===== config.mk =====
export PLATFORM = sky130hd
export DESIGN_NAME = hbd_ram
export DESIGN_NICKNAME = d
export VERILOG_FILES = /design/src/rtl/hbd_ram.sv
export SDC_FILE = /design/constraint.sdc
export NUM_CORES = 1
export LEC_CHECK = 0
export BUFFER_PORTS_ARGS = -buffer_cell sky130_fd_sc_hd__buf_4
export CAP_MARGIN = 20
export CORE_MARGIN = 2
export CORE_UTILIZATION = 35
export DETAILED_ROUTE_END_ITERATION = 8
export GPL_TIMING_DRIVEN = 0
export SYNTH_ARGS = -nofsm -noshare
export SYNTH_HDL_FRONTEND = slang
export SYNTH_SLANG_ARGS = --single-unit
export TNS_END_PERCENT = 20

===== constraint.sdc =====
create_clock -name clk -period 2.34 [get_ports clk]
set_input_delay 0.351 -clock clk [delete_from_list [all_inputs] [get_ports clk]]
set_output_delay 0.351 -clock clk [all_outputs]
set_load 0.005 [all_outputs]

===== src/rtl/hbd_ram.sv =====
// Generic single-port-write, single-port-read RAM with registered read data.
// Standalone; depends on nothing.
`timescale 1ns / 1ps
module hbd_ram #(
  parameter int WIDTH = 8,
  parameter int DEPTH = 16
) (
  input  logic                     clk,
  input  logic                     we,
  input  logic [$clog2(DEPTH)-1:0] waddr,
  input  logic [WIDTH-1:0]         wdata,
  input  logic [$clog2(DEPTH)-1:0] raddr,
  output logic [WIDTH-1:0]         rdata
);
  logic [WIDTH-1:0] mem [DEPTH];

  always_ff @(posedge clk) begin
    if (we) begin
      mem[waddr] <= wdata;
    end
    rdata <= mem[raddr];
  end
endmodule


After elaboration in Yosys (flattened, before gate mapping)
Memories as Yosys holds them, arrays and structs flattened. A register that Yosys moved wholly into a read port is not among the register bits.
Index checks and enable logic that the tools add are counted.
{ "op_classes": {"muxes": 2} }
{ "ops": {"columns": ["operator", "n"], "rows": [
  ["$mux 1", 2]
]} }
{ "word_totals": {"register_bits": 0, "ramBits": 128, "inputBits": 18, "out_inout_bits": 8, "word_cells": 3, "n_memories": 1} }
{ "memory_table": {"columns": ["memory", "depth", "width", "read_ports", "rd_ports_with_merged_regs", "write_ports", "line", "text"], "rows": [
  ["mem", 16, 8, 1, 1, 1, "15", "logic [WIDTH-1:0] mem [DEPTH];"]
]} }

Depth between registers and ports, before layout
{ "depth": {"word_depth": 2, "depth_mapped": 5, "ltp_nobuf": 3} }

Worst setup path after synthesis
Ideal clock, no wire load.
{ "synth_path": {"kind": "input -> register", "start": "input port waddr[2]", "end": "memory mem[0][0], enable pin", "setup_time_ns": 0.383, "arrival_ns": 1.461, "required_ns": 1.957, "setup_slack_ns": 0.496, "cell_stages": 2, "n_path_buf": 0, "path_cell_list": "or3b_2 > nor3_1"} }
{ "synth_rtl": {"columns": ["element", "line", "text"], "rows": [
  ["start: declaration", "10", "input logic [$clog2(DEPTH)-1:0] waddr,"],
  ["end: declaration", "15", null]
]} }
No word-level cell before the write port.

Worst setup path in the final report
{ "layout_path": {"start": "input port waddr[2]", "end": "memory mem[0][5], enable pin"} }
No word-level cell before the write port.

==> reports/metrics.cfg <==
[yosys]
yosysSeqAreaShare_pct = 77.78
yosysWarnings = 0
synth_area_um2 = 5147
yosysMostFrequentCell = edfxtp_1
yosys-top-cells-area = edfxtp_1, mux4_2, mux4_1, dfxtp_1, a22oi_1
yosys-top-cells-count = edfxtp_1, mux4_2, a22oi_1
ys_dominant_reg_cell = edfxtp_1
syn_nets = 247
synth-edff-count = 128
avgSynthCellArea_um2 = 22.48
synth_area_leader_cell = edfxtp_1
yosys.area.top_type_share_pct = 74.67
synthArstFlopShare_pct = 0
yosys_register_bits = 136
synthCells = 229
synth.distinct_cells = 19

[critical_path]
crit_arrival_ps = 1880
endpoint_kind = flop
cp.required_ps = 2450
crit_type = in2reg
cp_max_fo = 5
worst_setup_path_start_kind = input port

[global_route]
grt_pass1_vias = 2480
antenna_found_initial = 0
grt_max_degree = 17
grt_overflow_total = 0
groute.usage.overall_pct = 13.70
grt_pass1_wl_mm = 15.23

[timing]
setup_violations = 0
rsz0062_at_grt = false
finalHoldViolations = 0
relSlewSlack_pct = 44.79
post-route-period-util_pct = 75.58
finClkSkew_ps = 14.57
tightest_slew_ps = 825.1
final-max-slew-violation-count = 0
period_minus_slack_ps = 1769
fmaxAchievable_mhz = 565.4
timing.hold.ws_ps = 259.0

[drt]
drc = 0
drt_pass1_iterations = 4
drt-met1-wl_mm = 4.126
drt.antenna.violating_nets = 0
wirelength_mm = 10.08
vias_per_cell = 5.068
dr_total_vias = 2397
top_layer_used = met4
drt_iter0_markers = 285
wire_per_inst_um = 21.30
met3WireLength_um = 748
met2WireLength_mm = 5.081

[placed_design]
place.gp.congestion = 0.7962
dp_hpwl_mm = 6.556
port_buffers = 24

[final_layout]
num-fill-cells = 1285
regArea_um2 = 4004
fin_nets = 294
area_growth_pct = 19.40
finish.utilization_pct = 42.61
multiInputGateArea_um2 = 1057
antenna_cells = 0
drive_above_1_share_pct = 30.45

[pwr]
vdd_drop_max_uv = 432.0
power.leakage_nw = 2.040
power_density_nw_per_um2 = 890.3

[floorplanning]
die_area_um2 = 15690
coreArea_um2 = 14420
die_y_um = 125.3
initial_core_util_pct = 35.69
row_count = 44
fp.dieW_um = 125.3
pin_count = 26

[clock_tree]
postCtsHoldBufs = 0
path_clk_slew_ps = 60
cts_buffer_depth = 2
cts_buffers = 17
htreeDepth = 4
cts_root_buf = clkbuf_16
postCtsSetupBuffers = 0
ctsResizeCount = 0
cts_tree = yes
clock_latency_ps = 410
cts_sinks = 136

[status]
run_status = complete, no violations

[job]
drv_cap = 0

[min_path]
min_path_type = in2reg

==> routing by layer <==
layer,global-route usage [%],vias to the layer above
met5,0,-
met4,4.444,0
met3,4.835,8
met2,21.48,80
met1,18.01,1241
li1,-,1068
==> cell usage in the layout (no fill, tap or decap), types with 6 or more instances in the layout <==
master,Yosys,routed
mux4_2,18,18
clkbuf_16,0,17
dfxtp_1,8,8
mux4_1,14,14
clkinvlp_4,0,6
nor2_1,13,13
a22oi_1,16,16
edfxtp_1,128,128
nand2_1,9,9
buf_4,1,28
==> per-stage QoR <==
stage / area, µm² / std cells / setup slack (ps) / TNS [ps] / total power, W
floorplan: 5147 / 229 / 496.1 / 0 / 0.002925
global placement: 5558 / 437 / -141.6 / -1131 / 0.003061
detailed placement: 5585 / 441 / 167.8 / 0 / 0.003072
CTS: 6146 / 473 / 602.4 / 0 / 0.005528
global route: 6146 / 473 / 552.0 / 0 / 0.005659
finish: 6146 / 473 / 571.5 / 0 / 0.005472
==> registers in the layout (all words and copies together) (netlist names) <==
name   count
mem      128
rdata      8
==> path summary, 6_finish.rpt <==
kind | start | end | slack [ps] | cells after the start
setup / recovery | waddr[2] | mem[0][5] | 570 | 4
hold / removal | wdata[5] | mem[8][5] | 260 | 1
setup reg to reg | mem[1][1] | rdata[1] | 840 | 3
hold reg to reg | mem[15][3] | rdata[3] | 670 | 3
==> cells by family (layout without fill, tap and decap cells) <==
kind of cell | after synthesis | in the layout | share of synthesized area (%)
DFF | 136 | 136 | 77.78
and+or+nand+nor | 35 | 35 | 3.184
muxes | 32 | 32 | 15.02
AOI/OAI and AO/OA | 16 | 16 | 2.334
buffers and inverters | 10 | 70 | 1.677
==> cell type report <==
type	count	area share, %
sequential	136	65.15
tap	184	3.746
clock inverter	12	1.690
clock buffer	20	7.431
buffer	10	1.405
timing repair buffer	28	3.379
multi-input combinational	83	17.20
==> report_power, final <==
| group | switching, W | total (W) | internal, W |
|---|---|---|---|
| combinational | 0.000152 | 0.000277 | 0.000125 |
| clock | 0.000950 | 0.00246 | 0.00151 |
| sequential | 0.0000135 | 0.00274 | 0.00272 |
==> worst max-delay path: stages <==
cell	delay (ps)
buf_4	130
or3b_2	500
nor3_1	620
buf_4	280
(Power assumes the default switching activity.)
